==> src/sv/tdc_pkg.sv <==
// Shared types and constants for the 64x32 tile detile copy generator.
// Used by every module of the block; no dependencies.
`timescale 1ns / 1ps

package tdc_pkg;

    localparam int ADDR_BITS_DEF = 32;
    localparam int CFG_ADDR_W    = 4;
    localparam int CFG_DATA_W    = 32;
    localparam int MUL_W         = 16;

    localparam int TILE_W_SHIFT  = 6;     // 64 bytes per tile line
    localparam int TILE_H_SHIFT  = 5;     // 32 lines per tile
    localparam int TILE_SHIFT    = 11;    // 2048 bytes per tile
    localparam int HALF_TILE     = 1024;  // chroma lower half

    localparam logic [13:0] WIDTH_RST  = 14'd1920;
    localparam logic [13:0] HEIGHT_RST = 14'd1088;
    localparam logic [14:0] STRIDE_RST = 15'd1920;

    typedef enum logic [1:0] {
        REG_WIDTH  = 2'd0,
        REG_HEIGHT = 2'd1,
        REG_STRIDE = 2'd2
    } t_reg_idx;

    typedef enum logic {
        PLANE_LUMA   = 1'b0,
        PLANE_CHROMA = 1'b1
    } t_plane;

    typedef enum logic [2:0] {
        S_IDLE,
        S_GEOM,
        S_MUL0,
        S_MUL1,
        S_MUL2,
        S_MUL3,
        S_MUL4,
        S_EMIT
    } t_state;

    typedef struct packed {
        logic [13:0] width;
        logic [13:0] height;
        logic [14:0] stride;
    } t_cfg;

    typedef struct packed {
        t_plane      plane;
        logic [31:0] src_offset;
        logic [31:0] dst_offset;
        logic [6:0]  copy_len;
        logic        last;
    } t_cmd;

endpackage

==> src/sv/tile64x32_detile_copy_generator_top.sv <==
// Top level of the 64x32 tile detile copy generator.
// Depends on tdc_pkg, tdc_cfg, tdc_mul, tdc_seq.
`timescale 1ns / 1ps

// Each request names one 64x32 tile of a Z-ordered, tile-paired NV12 frame
// and yields the line copy commands that move it into linear luma and
// interleaved chroma planes: per line pair two luma copies then one chroma
// copy, tlast on the final chroma copy. A tile outside the grid, or with
// fewer than two lines, yields nothing and frees the input after the
// geometry state. Otherwise setup runs geometry, then four products through
// one shared 16x16 multiplier, then the commands go out, pausing while the
// output stalls; the input is held until the last command is issued.
// The last command sits in the output register while the next tile starts.
// Offsets wrap at ADDR_BITS and are reported in 32 bits.
module tile64x32_detile_copy_generator_top
    import tdc_pkg::*;
#(
    parameter int ADDR_BITS = ADDR_BITS_DEF
) (
    input  logic                  i_clk,
    input  logic                  i_rst_n,
    input  logic                  psel,
    input  logic                  penable,
    input  logic                  pwrite,
    input  logic [CFG_ADDR_W-1:0] paddr,
    input  logic [CFG_DATA_W-1:0] pwdata,
    output logic [CFG_DATA_W-1:0] prdata,
    output logic                  pready,
    input  logic                  i_s_axis_tvalid,
    output logic                  o_s_axis_tready,
    input  logic [15:0]           i_s_axis_tdata,   // tile_col, tile_row
    output logic                  o_m_axis_tvalid,
    input  logic                  i_m_axis_tready,
    output logic [71:0]           o_m_axis_tdata,   // src_offset, dst_offset, copy_len
    output logic [0:0]            o_m_axis_tuser,   // plane
    output logic                  o_m_axis_tlast
);

    t_cfg               w_cfg;
    t_cmd               w_cmd;
    logic [MUL_W-1:0]   w_mul_a, w_mul_b;
    logic [2*MUL_W-1:0] w_mul_p;

    tdc_cfg u_cfg (
        .i_clk   (i_clk),
        .i_rst_n (i_rst_n),
        .psel    (psel),
        .penable (penable),
        .pwrite  (pwrite),
        .paddr   (paddr),
        .pwdata  (pwdata),
        .prdata  (prdata),
        .pready  (pready),
        .o_cfg   (w_cfg)
    );

    tdc_mul u_mul (
        .i_clk (i_clk),
        .i_a   (w_mul_a),
        .i_b   (w_mul_b),
        .o_p   (w_mul_p)
    );

    tdc_seq #(
        .ADDR_BITS (ADDR_BITS)
    ) u_seq (
        .i_clk       (i_clk),
        .i_rst_n     (i_rst_n),
        .i_cfg       (w_cfg),
        .i_in_valid  (i_s_axis_tvalid),
        .o_in_ready  (o_s_axis_tready),
        .i_col       (i_s_axis_tdata[6:0]),
        .i_row       (i_s_axis_tdata[14:7]),
        .o_mul_a     (w_mul_a),
        .o_mul_b     (w_mul_b),
        .i_mul_p     (w_mul_p),
        .o_cmd       (w_cmd),
        .o_cmd_valid (o_m_axis_tvalid),
        .i_cmd_ready (i_m_axis_tready)
    );

    assign o_m_axis_tdata = {1'b0, w_cmd.copy_len, w_cmd.dst_offset, w_cmd.src_offset};
    assign o_m_axis_tuser = w_cmd.plane;
    assign o_m_axis_tlast = w_cmd.last;

`ifndef SYNTHESIS
    a_busy_after_req: assert property (@(posedge i_clk) disable iff (!i_rst_n)
        i_s_axis_tvalid && o_s_axis_tready |=> !o_s_axis_tready)
        else $error("input ready right after a request");

    a_len_range: assert property (@(posedge i_clk) disable iff (!i_rst_n)
        o_m_axis_tvalid |-> (o_m_axis_tdata[70:64] != 7'd0 && o_m_axis_tdata[70:64] <= 7'd64))
        else $error("copy length out of range");

    a_last_chroma: assert property (@(posedge i_clk) disable iff (!i_rst_n)
        o_m_axis_tvalid && !o_m_axis_tuser[0] |-> !o_m_axis_tlast)
        else $error("tlast on a luma copy");

    a_hold_while_stalled: assert property (@(posedge i_clk) disable iff (!i_rst_n)
        o_m_axis_tvalid && !i_m_axis_tready |=> o_m_axis_tvalid && $stable(o_m_axis_tdata)
            && $stable(o_m_axis_tuser) && $stable(o_m_axis_tlast))
        else $error("command changed while stalled");
`endif

endmodule

==> src/sv/tdc_cfg.sv <==
// APB-style register file: frame width, frame height, line stride.
// Depends on tdc_pkg.
`timescale 1ns / 1ps

module tdc_cfg
    import tdc_pkg::*;
(
    input  logic                  i_clk,
    input  logic                  i_rst_n,
    input  logic                  psel,
    input  logic                  penable,
    input  logic                  pwrite,
    input  logic [CFG_ADDR_W-1:0] paddr,
    input  logic [CFG_DATA_W-1:0] pwdata,
    output logic [CFG_DATA_W-1:0] prdata,
    output logic                  pready,
    output t_cfg                  o_cfg
);

    t_cfg     r_cfg;
    t_reg_idx w_idx;
    logic     w_wr;

    assign w_idx  = t_reg_idx'(paddr[3:2]);
    assign w_wr   = psel & penable & pwrite;
    assign pready = 1'b1;
    assign o_cfg  = r_cfg;

    always_ff @(posedge i_clk) begin
        if (!i_rst_n) begin
            r_cfg.width  <= WIDTH_RST;
            r_cfg.height <= HEIGHT_RST;
            r_cfg.stride <= STRIDE_RST;
        end else if (w_wr) begin
            unique case (w_idx)
                REG_WIDTH:  r_cfg.width  <= pwdata[13:0];
                REG_HEIGHT: r_cfg.height <= pwdata[13:0];
                REG_STRIDE: r_cfg.stride <= pwdata[14:0];
                default: ;
            endcase
        end
    end

    always_comb begin
        unique case (w_idx)
            REG_WIDTH:  prdata = CFG_DATA_W'(r_cfg.width);
            REG_HEIGHT: prdata = CFG_DATA_W'(r_cfg.height);
            REG_STRIDE: prdata = CFG_DATA_W'(r_cfg.stride);
            default:    prdata = '0;
        endcase
    end

endmodule

==> src/sv/tdc_mul.sv <==
// Shared 16x16 multiplier with a registered product.
// Depends on tdc_pkg.
`timescale 1ns / 1ps

module tdc_mul
    import tdc_pkg::*;
(
    input  logic                 i_clk,
    input  logic [MUL_W-1:0]     i_a,
    input  logic [MUL_W-1:0]     i_b,
    output logic [2*MUL_W-1:0]   o_p
);

    logic [2*MUL_W-1:0] r_p;

    always_ff @(posedge i_clk) begin
        r_p <= i_a * i_b;
    end

    assign o_p = r_p;

endmodule

==> src/sv/tdc_seq.sv <==
// Sequencer: tile geometry, offset setup on the shared multiplier,
// then one copy command per cycle into the output register, unless stalled.
// Depends on tdc_pkg; drives tdc_mul.
`timescale 1ns / 1ps

module tdc_seq
    import tdc_pkg::*;
#(
    parameter int ADDR_BITS = ADDR_BITS_DEF
) (
    input  logic               i_clk,
    input  logic               i_rst_n,
    input  t_cfg               i_cfg,
    input  logic               i_in_valid,
    output logic               o_in_ready,
    input  logic [6:0]         i_col,
    input  logic [7:0]         i_row,
    output logic [MUL_W-1:0]   o_mul_a,
    output logic [MUL_W-1:0]   o_mul_b,
    input  logic [2*MUL_W-1:0] i_mul_p,
    output t_cmd               o_cmd,
    output logic               o_cmd_valid,
    input  logic               i_cmd_ready
);

    localparam logic [1:0] PH_LUMA0  = 2'd0;
    localparam logic [1:0] PH_LUMA1  = 2'd1;
    localparam logic [1:0] PH_CHROMA = 2'd2;

    // Z-order skew of a tile inside its tile pair
    function automatic logic [8:0] pair_adj(input logic [6:0] col, input logic [7:0] row,
                                            input logic [9:0] rows);
        logic [8:0] res;
        res = '0;
        if (row[0]) begin
            res = 9'({col[6:2], 2'b00}) + 9'd2;
        end else if (!rows[0] || (10'(row) + 10'd1 != rows)) begin
            res = (9'(col) + 9'd2) & ~9'd3;
        end
        return res;
    endfunction

    t_state r_state, n_state;

    logic [6:0]           r_col;
    logic [7:0]           r_row;
    logic [8:0]           r_cols_even;
    logic [9:0]           r_rows_luma;
    logic [8:0]           r_rows_chroma;
    logic [6:0]           r_len;
    logic [4:0]           r_pairs;
    logic [4:0]           r_pair;
    logic [1:0]           r_phase;
    logic [ADDR_BITS-1:0] r_chroma_base;
    logic [ADDR_BITS-1:0] r_src_l, r_src_c, r_dst_l, r_dst_c;
    t_cmd                 r_cmd;
    logic                 r_cmd_valid;

    logic [8:0]  w_cols;
    logic [8:0]  w_cols_even;
    logic [9:0]  w_rows_luma;
    logic [8:0]  w_rows_chroma;
    logic [13:0] w_rem_w, w_rem_h;
    logic [5:0]  w_lines;
    logic        w_skip;
    logic        w_fire;
    logic        w_last;
    logic [8:0]  w_adj_l, w_adj_c;

    assign w_cols        = 9'((15'(i_cfg.width) + 15'd63) >> TILE_W_SHIFT);
    assign w_cols_even   = (w_cols + 9'd1) & ~9'd1;
    assign w_rows_luma   = 10'((15'(i_cfg.height) + 15'd31) >> TILE_H_SHIFT);
    assign w_rows_chroma = 9'((14'(i_cfg.height >> 1) + 14'd31) >> TILE_H_SHIFT);
    assign w_rem_w       = i_cfg.width - 14'({r_col, 6'b0});
    assign w_rem_h       = i_cfg.height - 14'({r_row, 5'b0});
    assign w_lines       = (w_rem_h > 14'd32) ? 6'd32 : w_rem_h[5:0];
    assign w_skip        = (9'(r_col) >= w_cols) || (10'(r_row) >= w_rows_luma)
                           || (w_lines[5:1] == 5'd0);

    assign w_adj_l = pair_adj(r_col, r_row, r_rows_luma);
    assign w_adj_c = pair_adj(r_col, 8'(r_row[7:1]), 10'(r_rows_chroma));

    assign w_last = (r_phase == PH_CHROMA) && (r_pair + 5'd1 == r_pairs);

    // next state
    always_comb begin
        n_state = r_state;
        unique case (r_state)
            S_IDLE: if (i_in_valid) n_state = S_GEOM;
            S_GEOM: n_state = w_skip ? S_IDLE : S_MUL0;
            S_MUL0: n_state = S_MUL1;
            S_MUL1: n_state = S_MUL2;
            S_MUL2: n_state = S_MUL3;
            S_MUL3: n_state = S_MUL4;
            S_MUL4: n_state = S_EMIT;
            S_EMIT: if (w_fire && w_last) n_state = S_IDLE;
            default: n_state = S_IDLE;
        endcase
    end

    // outputs
    always_comb begin
        o_in_ready = 1'b0;
        o_mul_a    = '0;
        o_mul_b    = '0;
        w_fire     = 1'b0;
        unique case (r_state)
            S_IDLE: o_in_ready = 1'b1;
            S_MUL0: begin
                o_mul_a = MUL_W'(r_cols_even);
                o_mul_b = MUL_W'(r_rows_luma);
            end
            S_MUL1: begin
                o_mul_a = MUL_W'({r_row[7:1], 1'b0});
                o_mul_b = MUL_W'(r_cols_even);
            end
            S_MUL2: begin
                o_mul_a = MUL_W'({r_row[7:2], 1'b0});
                o_mul_b = MUL_W'(r_cols_even);
            end
            S_MUL3: begin
                o_mul_a = MUL_W'(r_row);
                o_mul_b = MUL_W'(i_cfg.stride);
            end
            S_EMIT: w_fire = !r_cmd_valid || i_cmd_ready;
            default: ;
        endcase
    end

    always_ff @(posedge i_clk) begin
        if (!i_rst_n) begin
            r_state     <= S_IDLE;
            r_cmd_valid <= 1'b0;
        end else begin
            r_state <= n_state;
            if (w_fire) begin
                r_cmd_valid <= 1'b1;
            end else if (i_cmd_ready) begin
                r_cmd_valid <= 1'b0;
            end
        end
    end

    always_ff @(posedge i_clk) begin
        case (r_state)
            S_IDLE: begin
                r_col <= i_col;
                r_row <= i_row;
            end
            S_GEOM: begin
                r_cols_even   <= w_cols_even;
                r_rows_luma   <= w_rows_luma;
                r_rows_chroma <= w_rows_chroma;
                r_len         <= (w_rem_w > 14'd64) ? 7'd64 : w_rem_w[6:0];
                r_pairs       <= w_lines[5:1];
                r_pair        <= '0;
                r_phase       <= PH_LUMA0;
            end
            S_MUL1: begin
                r_chroma_base <= ((ADDR_BITS'(i_mul_p) + ADDR_BITS'(3)) & ~ADDR_BITS'(3))
                                 << TILE_SHIFT;
            end
            S_MUL2: begin
                r_src_l <= (ADDR_BITS'(i_mul_p) + ADDR_BITS'(r_col) + ADDR_BITS'(w_adj_l))
                           << TILE_SHIFT;
            end
            S_MUL3: begin
                r_src_c <= r_chroma_base
                           + ((ADDR_BITS'(i_mul_p) + ADDR_BITS'(r_col)
                               + ADDR_BITS'(w_adj_c)) << TILE_SHIFT)
                           + (r_row[0] ? ADDR_BITS'(HALF_TILE) : '0);
            end
            S_MUL4: begin
                r_dst_l <= (ADDR_BITS'(i_mul_p) << TILE_H_SHIFT) + ADDR_BITS'({r_col, 6'b0});
                r_dst_c <= (ADDR_BITS'(i_mul_p) << (TILE_H_SHIFT - 1))
                           + ADDR_BITS'({r_col, 6'b0});
            end
            S_EMIT: begin
                if (w_fire) begin
                    r_cmd.copy_len <= r_len;
                    r_cmd.last     <= w_last;
                    if (r_phase == PH_CHROMA) begin
                        r_cmd.plane      <= PLANE_CHROMA;
                        r_cmd.src_offset <= 32'(r_src_c);
                        r_cmd.dst_offset <= 32'(r_dst_c);
                        r_src_c          <= r_src_c + ADDR_BITS'(64);
                        r_dst_c          <= r_dst_c + ADDR_BITS'(i_cfg.stride);
                        r_pair           <= r_pair + 5'd1;
                        r_phase          <= PH_LUMA0;
                    end else begin
                        r_cmd.plane      <= PLANE_LUMA;
                        r_cmd.src_offset <= 32'(r_src_l);
                        r_cmd.dst_offset <= 32'(r_dst_l);
                        r_src_l          <= r_src_l + ADDR_BITS'(64);
                        r_dst_l          <= r_dst_l + ADDR_BITS'(i_cfg.stride);
                        r_phase          <= (r_phase == PH_LUMA0) ? PH_LUMA1 : PH_CHROMA;
                    end
                end
            end
            default: ;
        endcase
    end

    assign o_cmd       = r_cmd;
    assign o_cmd_valid = r_cmd_valid;

endmodule
==> config.mk <==
export PLATFORM = sky130hd
export DESIGN_NAME = tile64x32_detile_copy_generator_top
export DESIGN_NICKNAME = d
export VERILOG_FILES = /design/src/sv/tdc_pkg.sv /design/src/sv/tile64x32_detile_copy_generator_top.sv /design/src/sv/tdc_cfg.sv /design/src/sv/tdc_mul.sv /design/src/sv/tdc_seq.sv
export SDC_FILE = /design/constraint.sdc
export NUM_CORES = 1
export LEC_CHECK = 0
export BUFFER_PORTS_ARGS = -buffer_cell sky130_fd_sc_hd__buf_2
export CELL_PAD_IN_SITES_DETAIL_PLACEMENT = 0
export CELL_PAD_IN_SITES_GLOBAL_PLACEMENT = 1
export CORE_MARGIN = 2
export CORE_UTILIZATION = 40
export CTS_CLUSTER_DIAMETER = 40
export DETAILED_ROUTE_END_ITERATION = 6
export PLACE_DENSITY = 0.67
export SETUP_SLACK_MARGIN = 0.4
export SYNTH_ARGS = -nofsm -noshare
export SYNTH_HDL_FRONTEND = slang
export SYNTH_SLANG_ARGS = --single-unit
==> constraint.sdc <==
create_clock -name i_clk -period 6.8 [get_ports i_clk]
set_input_delay 0.34 -clock i_clk [delete_from_list [all_inputs] [get_ports i_clk]]
set_output_delay 0.34 -clock i_clk [all_outputs]
set_load 0.01 [all_outputs]
# Word level (Yosys, flattened, before mapping)
# Cells that the tools add are included.
# Widths: inputs -> output; s select.
# word_totals
out_inout_bits,109
wordCells,141
ff_bits,356
# op_classes
n_mux,37
eq_ne,18
bitwise_logic,2
n_addsub,23
multipliers,1
reduce_logical,31
magnitude_cmp,4
# ops
cell,count
$mux 32,8
$pmux 32 s2,4
$pmux 15 s3,2
$mux 65,1
$add 32x13->32,2
$add 32x15->32,2
$add 32x32->32,2
$add 32x7->32 const B,2
$add 21x9->21,2
$pmux 9 s4,1
$sub 14x13->14,2
$mul 9x15->24,1
$pmux 3 s8,1
$add 21x2->21 const B,1
$add 21x7->21,1
$mux 9,2
$add 7x2->8 const B,2
$mux 8,2
$add 14x5->15 const B,1
$add 14x6->15 const B,1
$reduce_and 3->1,5
$add 13x5->14 const B,1
$gt 14x6->1 const B,1
$gt 14x7->1 const B,1
other kinds (34),68

# Logic depth before layout (Yosys ltp)
# Gate-level depths: netlist of the first run.
# logic_depth
word_depth,9
mapped_depth,28
depth_no_buf,28

# Hierarchy
# Synthesis of the first run repeated with hierarchy kept, for this count alone.
# hier_totals
cells_unflattened,3252
area_unflattened_um2,30763.3
# by_module_without_submodules
module,area_each_um2,seq_area_each_um2,cells_each,instances
tdc_seq,19408.6,7977.7,1979,1
tdc_mul,9216.3,640.6,1035,1
tdc_cfg,2127.0,860.8,236,1
tile64x32_detile_copy_generator_top,11.3,0.0,2,1

# Worst setup path before layout of the first run
# No wires, ideal clock.
# synth_timing
path_kind,register to register
start,register u_seq.r_row[1]
end,"register u_seq.r_src_c[30], data pin"
arrival_time_ns,5.817
path_stages_with_launch,26
setup_slack_ns,0.715
n_path_buf,0
synth_period_minus_slack_ns,6.085
setup_time_ns,0.268
required_ns,6.532
path_cell_list,edfxtp_1 > ha_1 > nor2b_1 > and2_1 > o21ai_0 > o311a_1 > nor4_1 > or2_2 > o21ai_0 > ha_1 > and3_1 > a2111oi_0 > nor2b_1 > o21ai_0 > nor3b_1 > nor2_1 > ha_1 > a211o_1 > o22ai_1 > a21oi_1 > nor3b_1 > o31a_1 > o41ai_1 > o21ai_0 > xnor2_1 > o21ai_0
# synth_between
elab_chain_len,9
# synth_lines
element,line,source
from (decl),tdc_seq.sv:46,logic [7:0] r_row;
from (signal assigned),tdc_seq.sv:148,r_row <= i_row;
$add 7x1->8,tdc_seq.sv:37,end else if (!rows[0] || (10'(row) + 10'd1 != rows)) begin
$ne 10x9->1,tdc_seq.sv:37,
$logic_or 1x1->1,tdc_seq.sv:37,
$mux 9,tdc_seq.sv:37,
$mux 9 *,tdc_seq.sv:35,if (row[0]) begin
$add 21x9->21 *,tdc_seq.sv:170,+ ADDR_BITS'(w_adj_c)) << TILE_SHIFT)
$add 32x32->32 *,tdc_seq.sv:169,+ ((ADDR_BITS'(i_mul_p) + ADDR_BITS'(r_col)
$add 32x32->32 *,tdc_seq.sv:171,+ (r_row[0] ? ADDR_BITS'(HALF_TILE) : '0);
$pmux 32 s2 *,tdc_seq.sv:145,case (r_state)
to (signal assigned),tdc_seq.sv:168,r_src_c <= r_chroma_base
to (signal assigned),tdc_seq.sv:186,r_src_c <= r_src_c + ADDR_BITS'(64);
to (decl),tdc_seq.sv:55,"logic [ADDR_BITS-1:0] r_src_l, r_src_c, r_dst_l, r_dst_c;"
# Mark *: on every way between the ends. The rest lies on a longest branch, timed or not.
# A chain may end at the register's enable or synchronous reset.

# Worst setup path in the final report of the first run
# layout_timing
start,register u_seq.r_row[1]
end,"register u_seq.r_src_c[31], data pin"
# Same word-level chain as after synthesis.

==> impl_metrics.ini, run 1 <==
[run_status]
outcome = finished clean

[synth]
avgSynthCellArea_um2 = 9.06
synth_compound_area_share_pct = 11.6
synth_fa_ha_area_share_pct = 16.3
synth_warnings = 0
post_synth_num_cell_types = 78
synth_edf_count = 263
synth_flop_cell = edfxtp_1
muxShareOfSynthArea_pct = 0.748
synth_top_family_by_area = simple AND/OR/NAND/NOR gates
async_reset_ff_share_pct = 0
synth.yosys.seq_area_share_pct = 36.7
synthSimpleGateAreaFrac_pct = 19.3
synthCells = 2807
synthXorXnorAreaFrac_pct = 10.2
synth_area_um2 = 25400
ys_ff_latch = 334

[drt]
vias = 20500
ant_nets = 0
wl_per_cell_um = 18.3
drt_first_pass_iters = 5
vias_per_cell = 5.23
drc = 0
wirelength_um = 71900
drt_iter0_drc = 1131

[placement]
place_congestion = 0.863
hpwl_um = 54300
portBuffers = 122

[global_route]
grt-ovfl-total = 0
grt_max_degree = 92
grtUsageTotal_pct = 21.8
grt_pass1_wl_um = 113000
grt_pass1_vias = 20900
antenna_found_initial = 1

[hold_path]
hp-class = in2reg

[setup_path]
cp.depth = 29
rr_startpoint = u_seq.r_row[1]
crit_end = u_seq.r_src_c[31]
slowest_delay_ns = 0.40
crit_start = u_seq.r_row[1]
path_class = reg2reg
r2r-end = u_seq.r_src_c[31]
critPathMaxFanout = 6
cp_slowest_cell = edfxtp_1
regToRegSetupSlack_ns = 0.72
start_kind = flip-flop
cp-end-kind = flip-flop
cp.required_ns = 7.24
cp.arrival_ns = 6.52
reg2reg_depth = 29
crit_buf_inv = 3
critPathTopFamily = compound AO/OA/AOI/OAI gates

[cells_and_area]
synthToLayoutAreaGrowth_pct = 18.4
drive_above_1_share_pct = 12.4
nets = 3352
num_antenna_cells = 0

[pwr]
p_total_mw = 8.79
p_leak_nw = 12.4
vdd_drop_max_mv = 0.181
power_density_nw_per_um2 = 292

[timing]
worst_pin_slew_ns = 1.10
setup_total_negative_slack_ns = 0
hold_viol_final = 0
rsz0062_at_grt = true
maxSlewHeadroom_pct = 26.5
finClkSkew_ns = 0.0374
fin_crit_sh_pct = 89.4
setup_viol = 0
slew_viol_final = 0
fmax_mhz = 164
period_minus_slack_ns = 6.08

[die]
fp.dieW_um = 256
num_io_pins = 168
core_um2 = 63000
start_util_pct = 40.4
die_h_um = 256
rows = 92
die-area_um2 = 65600

[cts]
cts_root_buf = clkbuf_16
cts_tree = yes
cts_buffers = 68
cts_sinks = 334
cts_buffer_depth = 3
clock_latency_ns = 0.62
clk_pin_slew_ns = 0.05
h-tree-depth = 3

[flow_run]
cap_violations = 0
[worst min-delay path: cells and delay by family]
kind,cells,cell delay [ns]
buffers and inverters,2,0.24
AO/OA/AOI/OAI,1,0.10
[final cells by class]
cell class,instances,area [um2]
clock buffer,85,1880
tap,846,1060
inverter,194,728
timing repair buffer,244,1610
fill,6089,32900
sequential,334,9320
clock inverter,39,482
multi-input combinational,2180,15000
[registers in the layout, indices dropped and copies added, names as in the netlist, 9 cells and up]
name and cells:
u_seq.o_cmd 67, u_cfg.o_cfg 43, u_seq.r_dst_c 32, u_seq.r_dst_l 32, u_seq.r_src_c 26, u_seq.r_src_l 26, u_mul.o_p 24, u_seq.r_chroma_base 19
u_seq.r_rows_luma 10, u_seq.r_rows_chroma 9
[per-layer routing]
metal	wire length (um)	vias up	track usage, %
li1	-	10000	-
met1	31800	9905	27.8
met2	34400	480	36.9
met3	3610	124	3.86
met4	2110	2	8.41
met5	8	-	0
[report_power, final]
| group | internal [mW] | total [mW] | switching, mW |
|---|---|---|---|
| registers | 2.43 | 2.59 | 0.158 |
| clock network | 2.25 | 3.43 | 1.19 |
| logic | 1.21 | 2.77 | 1.56 |
[synth_stat cells (12+ instances only)]
master,instances,area share [%]
o21a_1,18,0.53
clkbuf_1,91,1.3
nor3_1,49,0.96
buf_4,25,0.74
nand3_1,82,1.6
nor2b_1,44,1.1
o31ai_1,14,0.41
nand2b_1,31,0.76
and2_1,29,0.71
nand2_1,496,7.3
a31oi_1,21,0.52
dfxtp_1,71,5.6
a211oi_1,12,0.35
xnor2_1,166,5.7
fa_1,102,8.0
and3_1,39,0.96
ha_1,169,8.3
a221oi_1,12,0.41
a21o_1,28,0.83
nand4_1,19,0.47
nor2_1,247,3.6
inv_1,193,2.8
a21oi_1,169,3.3
edfxtp_1,263,31
mux2i_1,19,0.75
o21ai_0,119,2.3
xor2_1,123,4.2
[cells by family (layout without fill, tap and decap cells)]
| group | after synthesis | after routing |
|---|---|---|
| AND/OR/NAND/NOR | 1094 | 1094 |
| AO/OA/AOI/OAI | 474 | 474 |
| flip-flops | 334 | 334 |
| buffers and inverters | 321 | 562 |
| XOR/XNOR | 292 | 292 |
| adder cells (fa/ha/maj) | 271 | 271 |
| multiplexers | 19 | 19 |
| other | 2 | 30 |
[cells in the final DEF (no fill, tap or decap), types with 9 or more instances in the layout]
| cell | n |
|---|---|
| or2_2 | 10 |
| buf_2 | 122 |
| nor3_1 | 48 |
| nor3b_1 | 9 |
| nor4_1 | 10 |
| nand2b_1 | 30 |
| dfxtp_1 | 68 |
| o21ai_0 | 117 |
| nor2_1 | 242 |
| o21a_1 | 18 |
| a221oi_1 | 12 |
| o211ai_1 | 9 |
| mux2i_1 | 19 |
| conb_1 | 30 |
| edfxtp_1 | 263 |
| buf_4 | 90 |
| o31ai_1 | 13 |
| a211oi_1 | 12 |
| fa_1 | 102 |
| nor2b_1 | 42 |
| a21boi_0 | 10 |
| and2_1 | 29 |
| clkinv_2 | 15 |
| clkbuf_1 | 10 |
| a21o_1 | 28 |
| a31oi_1 | 19 |
| dlygate4sd3_1 | 32 |
| nand2_1 | 496 |
| or3_1 | 10 |
| nand3_1 | 81 |
| nand4_1 | 19 |
| and3_1 | 39 |
| xnor2_1 | 166 |
| a21oi_1 | 166 |
| inv_1 | 193 |
| ha_1 | 169 |
| clkbuf_16 | 72 |
| xor2_1 | 123 |
[worst min-delay path by stage]
| stage | from | end | cells past startpoint |
|---|---|---|---|
| after floorplan | u_seq.r_len[0] | u_seq.o_cmd[1] | 0 |
| after global placement | u_seq.r_len[4] | u_seq.o_cmd[5] | 0 |
| after detailed placement | u_seq.r_len[4] | u_seq.o_cmd[5] | 0 |
| after CTS | i_s_axis_tvalid | u_seq.r_state[0] | 3 |
| after global routing | i_s_axis_tvalid | u_seq.r_state[0] | 3 |
| final | i_s_axis_tvalid | u_seq.r_state[0] | 3 |
[repair_timing]
item                                    4_1_cts  5_1_grt
endpoints found under the setup margin        4       12
endpoints found under the hold margin        56        0
pin swaps                                     0        1
buffers inserted                              1        5
hold buffers                                 32        0
cloned                                        0        0
resized for setup                             2       15
[stage by stage]
step | hold WS [ns] | area, um2 | setup WS (ns) | cells | utilization (%)
global route | 0.128 | 30100 | 0.369 | 3922 | 47.8
finish | 0.141 | 30100 | 0.720 | 3922 | 47.8
detailed placement | 0.410 | 27300 | 0.199 | 3760 | 43.4
global placement | 0.410 | 27300 | 0.394 | 3760 | 43.4
floorplan | 0.400 | 25500 | 0.715 | 2835 | -
CTS | 0.101 | 30000 | 0.420 | 3917 | 47.7
No activity file was read; power rests on OpenSTA's default activity.
==> inputs of run 2 (changes only) <==
==> constraint.sdc (replaced) <==
create_clock -name i_clk -period 6.1 [get_ports i_clk]
set_input_delay 0.305 -clock i_clk [delete_from_list [all_inputs] [get_ports i_clk]]
set_output_delay 0.305 -clock i_clk [all_outputs]
set_load 0.01 [all_outputs]
==> impl_metrics.ini, run 2 (synthesis results as in run 1) <==
[cells_and_area]
layout_common_cells = nand2_1 (495), edfxtp_1 (263), nor2_1 (240), inv_1 (192), xnor2_1 (166)
fillers = 5921
fin_cells = 3960
largest_register_ffs = 67
drive_above_1_share_pct = 15.2
final_area_um2 = 30900
multiInputGateArea_um2 = 15400
final_common_cell = nand2_1
num_antenna_cells = 0
synthToLayoutAreaGrowth_pct = 21.6
regArea_um2 = 9320
nets = 3386
final_core_util_pct = 49.1

[drt]
vias = 20700
drt_iter0_drc = 1328
drt_first_pass_iters = 5
vias_per_cell = 5.22
wirelength_um = 74900
wl_per_cell_um = 18.9
drc = 0
ant_nets = 0

[cts]
cts_buffers = 73
cts_buffer_depth = 3
clk_pin_slew_ns = 0.05
cts_tree = yes
cts_sinks = 334
cts_root_buf = clkbuf_16
clock_latency_ns = 0.62
h-tree-depth = 3

[die]
die_h_um = 256
die-area_um2 = 65600
core_um2 = 63000
num_io_pins = 168
rows = 92
start_util_pct = 40.4
fp.dieW_um = 256

[pwr]
pwr-share-comb_pct = 32.4
clockPowerShare_pct = 39.5
p_int_mw = 6.85
p_total_mw = 10.3
power_frac_seq_pct = 28.0
vdd_drop_max_mv = 0.203
p_leak_nw = 12.7
power_density_nw_per_um2 = 332
switching_power_mw = 3.41
swShare_pct = 33.3

[timing]
worst_pin_slew_ns = 1.20
rsz0062_at_grt = true
setup_viol = 0
slew_viol_final = 0
period_minus_slack_ns = 5.52
hold_viol_final = 0
maxSlewHeadroom_pct = 20.0
fmax_mhz = 181
setup_total_negative_slack_ns = 0
finClkSkew_ns = 0.0233
fin_crit_sh_pct = 90.5

[global_route]
grt-ovfl-total = 0
grtUsageTotal_pct = 22.6
grt_pass1_vias = 21100
antenna_found_initial = 1
grt_pass1_wl_um = 117000
grt_max_degree = 96

[setup_path]
cp-end-kind = flip-flop
start_kind = flip-flop
cp.arrival_ns = 5.83
cp.required_ns = 6.40
critPathMaxFanout = 6
path_class = reg2reg

[hold_path]
hp-class = in2reg

[placement]
hpwl_um = 55700
placed_cell_area_um2 = 27500
place_congestion = 0.857
dp_cells = 3777
portBuffers = 122

[run_status]
outcome = finished clean

[flow_run]
cap_violations = 0
-- run 2: changes by cell type in the layout (fill, tap and decap cells not counted), moves of 6 or more --
cell	delta
a221oi_1	-6
clkinv_2	-8
clkinvlp_4	+6
a21oi_1	-9
o21ai_1	+6
a21oi_2	+8
o21ai_0	-10
buf_4	+21
-- run 2: stage by stage --
stage | worst slack, ns | hold slack [ns]
2_1_floorplan | 0.415 | 0.400
3_3_place_gp | 0.145 | 0.408
3_5_place_dp | 0.0681 | 0.407
4_1_cts | 0.403 | 0.0725
5_1_grt | 0.291 | 0.112
6_report | 0.577 | 0.112
-- run 2: final timing paths --
path / from / to / slack [ns] / cells past startpoint
setup / recovery: u_seq.r_row[1] / u_seq.r_src_c[30] / 0.58 / 27
hold / removal: i_s_axis_tvalid / u_seq.r_state[0] / 0.11 / 3
setup reg to reg: u_seq.r_row[1] / u_seq.r_src_c[30] / 0.58 / 27
hold reg to reg: u_seq.r_len[6] / u_seq.o_cmd[7] / 0.42 / 0
-- run 2: worst max-delay path: stages, from the launching register on --
cell and delay, ns:
edfxtp_1 0.46, ha_4 0.21, nor2b_4 0.12, and2_1 0.16
o21ai_1 0.13, o311a_1 0.25, nor4_4 0.06, buf_6 0.16
or2_4 0.26, o31ai_2 0.18, ha_1 0.29, and3_4 0.19
a2111oi_4 0.32, nor2b_1 0.08, o21ai_1 0.17, buf_4 0.15
a21boi_4 0.08, nor2_4 0.10, ha_4 0.21, a211o_1 0.31
o22ai_2 0.16, a21oi_2 0.06, nor3b_2 0.18, o31a_1 0.27
o41ai_2 0.26, o21ai_1 0.13, xnor2_1 0.16, o21ai_0 0.09
-- run 2: power by group through the flow --
stage	sequential, mW	clock [mW]	combinational, mW
5_1_grt	2.89	4.23	3.71
3_3_place_gp	2.90	0	3.01
2_1_floorplan	2.83	0	2.25
4_1_cts	2.87	4.13	3.15
6_report	2.88	4.06	3.33
3_5_place_dp	2.91	0	3.07
-- run 2: area by class of cell --
| class | instances | share of cell area (%) |
|---|---|---|
| multi-input combinational | 2180 | 49.8 |
| tap | 846 | 3.42 |
| clock buffer | 88 | 6.25 |
| clock inverter | 45 | 1.90 |
| sequential | 334 | 30.2 |
| timing repair buffer | 273 | 6.09 |
| inverter | 194 | 2.36 |
-- run 2: repair_timing --
item / CTS / global route
hold buffers: 32 / 0
endpoints found under the hold margin: 58 / 0
buffers inserted: 3 / 14
pin swaps: 10 / 21
cloned: 0 / 1
setup endpoints to repair: 8 / 16
resized for setup: 24 / 81
-- run 2: routing by layer --
| layer | global-route usage [%] | wire length (um) | part of all wire, % | vias up |
|---|---|---|---|---|
| met2 | 39.2 | 36800 | 49 | 493 |
| met1 | 29.9 | 33500 | 45 | 10000 |
| li1 | - | - | - | 10100 |
| met5 | 0 | 0 | 0 | - |
| met4 | 6.04 | 1210 | 1.6 | 0 |
| met3 | 2.56 | 3350 | 4.5 | 89 |
==> inputs of run 3 (changes only) <==
--- a/config.mk
+++ b/config.mk
@@ -5,6 +5,7 @@
 export SDC_FILE = /design/constraint.sdc
 export NUM_CORES = 1
 export LEC_CHECK = 0
+export ABC_AREA = 1
 export BUFFER_PORTS_ARGS = -buffer_cell sky130_fd_sc_hd__buf_2
 export CELL_PAD_IN_SITES_DETAIL_PLACEMENT = 0
 export CELL_PAD_IN_SITES_GLOBAL_PLACEMENT = 1
@@ -12,7 +13,7 @@
 export CORE_UTILIZATION = 40
 export CTS_CLUSTER_DIAMETER = 40
 export DETAILED_ROUTE_END_ITERATION = 6
-export PLACE_DENSITY = 0.67
+export PLACE_DENSITY = 0.68
 export SETUP_SLACK_MARGIN = 0.4
 export SYNTH_ARGS = -nofsm -noshare
 export SYNTH_HDL_FRONTEND = slang
==> impl_metrics.ini, run 3 <==
[synth]
ys_ff_latch = 334
synth_top_area_share_pct = 29.5
synth_warnings = 0
synth.yosys.seq_area_share_pct = 34.9
async_reset_ff_share_pct = 0
synth_top_area_cell = edfxtp_1
synth_commonest_cells = nand2_1 (766), inv_1 (478), nor2_1 (308), edfxtp_1 (263), o21ai_0 (231)
synth_most_common_cell = nand2_1
synth_edf_count = 263
synth_flop_cell = edfxtp_1
post_synth_num_cell_types = 58
synth_area_um2 = 26700
avgSynthCellArea_um2 = 7.92
synth_area_leaders = edfxtp_1 (30%), nand2_1 (11%), ha_1 (7.9%)
synthCells = 3375

[die]
num_io_pins = 168
rows = 94
fp.dieW_um = 263
start_util_pct = 40.5
die-area_um2 = 68900
core_um2 = 66000
die_h_um = 263

[timing]
maxSlewHeadroom_pct = 24.5
period_minus_slack_ns = 5.45
fmax_mhz = 184
hold_viol_final = 0
slew_viol_final = 0
setup_viol = 0
setup_total_negative_slack_ns = 0
finClkSkew_ns = 0.0370
rsz0062_at_grt = true
fin_crit_sh_pct = 89.3
worst_pin_slew_ns = 1.13

[cells_and_area]
synthToLayoutAreaGrowth_pct = 18.4
fillers = 6446
num_antenna_cells = 0
drive_above_1_share_pct = 13.2
largest_register_ffs = 67
layout_common_cells = nand2_1 (764), inv_1 (471), nor2_1 (295), edfxtp_1 (263), o21ai_0 (225)
nets = 3948
fin_cells = 4534
final_common_cell = nand2_1

[setup_path]
crit_top_cell = inv_1
slowest_delay_ns = 0.62
path_class = reg2reg
cp-end-kind = flip-flop
cp.required_ns = 6.61
cp_slowest_cell = fa_1
start_kind = flip-flop
critPathMaxFanout = 7
cp.arrival_ns = 5.96
cp_cell_sequence = inv_1 -> nor2_1 -> inv_2 -> nor2_4 -> buf_4 -> a22oi_1 -> o21a_2 -> inv_1 -> nand2_1 -> fa_1 -> inv_1 -> fa_1 -> inv_1 -> fa_1 -> fa_1 -> inv_1 -> ha_2 -> nand2_1 -> inv_1 -> and3_1 -> nand3_1 -> o211ai_1 -> xor2_1

[drt]
drt_first_pass_iters = 5
vias_per_cell = 5.22
wirelength_um = 86000
wl_per_cell_um = 19.0
drt_iter0_drc = 1676
drc = 0
vias = 23700
ant_nets = 0

[cts]
clock_latency_ns = 0.61
h-tree-depth = 3
cts_sinks = 334
cts_tree = yes
cts_buffers = 67
cts_root_buf = clkbuf_16
cts_buffer_depth = 3
clk_pin_slew_ns = 0.05

[global_route]
grtUsageTotal_pct = 24.8
antenna_found_initial = 1
grt_max_degree = 72
busiest_layer = met2
grt_pass1_vias = 23300
met1_usage_pct = 33.5
grt-ovfl-total = 0
grt_pass1_wl_um = 133000
met3_usage_pct = 3.85
grtUsageMet2_pct = 40.3

[pwr]
pwr-share-comb_pct = 24.4
p_int_mw = 5.82
p_total_mw = 8.60
switching_power_mw = 2.78
vdd_drop_max_mv = 0.195
power_frac_seq_pct = 32.0
swShare_pct = 32.3
power_density_nw_per_um2 = 272
p_leak_nw = 14.0
clockPowerShare_pct = 43.6

[placement]
place_congestion = 0.913
dp_cells = 4360
portBuffers = 122
hpwl_um = 67900

[run_status]
outcome = finished clean

[flow_run]
cap_violations = 0

[hold_path]
hp-class = in2reg
[run 3: per-layer routing]
metal | vias up | routed length (um)
li1 | 11600 | -
met1 | 11200 | 38800
met2 | 690 | 39700
met3 | 158 | 4650
met4 | 2 | 2810
met5 | - | 11
[run 3: path summary, 6_finish.rpt]
path	start	to	slack, ns	depth (start not counted)
worst min-delay path	pwdata[3]	u_cfg.o_cfg[3]	0.03	3
worst min register to register	u_seq.r_len[5]	u_seq.o_cmd[6]	0.41	0
worst max register to register	u_seq.r_state[0]	u_mul.o_p[22]	0.65	23
worst max-delay path	u_seq.r_state[0]	u_mul.o_p[22]	0.65	23
[run 3: logic make-up after synthesis]
logic type,count (synthesis),synth area share [%]
XOR/XNOR,180,5.90
other,2,0.0281
AND/OR/NAND/NOR,1457,23.6
AO/OA/AOI/OAI,535,11.2
buffers and inverters,594,8.79
flip-flops,334,34.9
adder cells (fa/ha/maj),271,15.5
multiplexers,2,0.0749
[run 3: metrics by stage]
step | area, um2 | hold slack, ns | util [%] | setup WS [ns]
finish | 31600 | 0.0342 | 48.0 | 0.652
floorplan | 26800 | 0.400 | - | 0.465
global placement | 28600 | 0.405 | 43.4 | 0.198
global route | 31600 | 0.0296 | 48.0 | 0.301
CTS | 31100 | 0.00151 | 47.2 | 0.364
detailed placement | 28600 | 0.408 | 43.4 | 0.183
[run 3: layout make-up]
type | count | area, um2 | share of cell area (%)
clock buffer | 75 | 1720 | 5.42
clock inverter | 46 | 552 | 1.74
inverter | 497 | 1870 | 5.92
multi-input combinational | 2475 | 15500 | 48.9
sequential | 334 | 9320 | 29.5
tap | 864 | 1080 | 3.42
timing repair buffer | 243 | 1610 | 5.09
[run 3: critical path: cells and delay by family (launching register included)]
| family | cells | cell delay (ns) |
|---|---|---|
| fa+ha+maj | 5 | 2.62 |
| buf+inv | 8 | 0.86 |
| simple gates | 6 | 0.71 |
| compound gates | 3 | 0.59 |
| flops | 1 | 0.37 |
| xor+xnor | 1 | 0.17 |
[run 3: timing repair]
action,4_1_cts,5_1_grt
resized for setup,5,67
endpoints found under the hold margin,24,0
setup buffers,1,30
pin swaps,0,11
hold buffers,22,0
endpoints found under the setup margin,7,18
[run 3: power by group through the flow]
stage               Combinational (mW)  Clock [mW]  Sequential (mW)
finish                            2.10        3.75             2.75
global route                      2.32        3.92             2.76
CTS                               1.98        3.81             2.75
detailed placement                1.95           0             2.80
global placement                  1.93           0             2.80
floorplan                         1.31           0             2.73
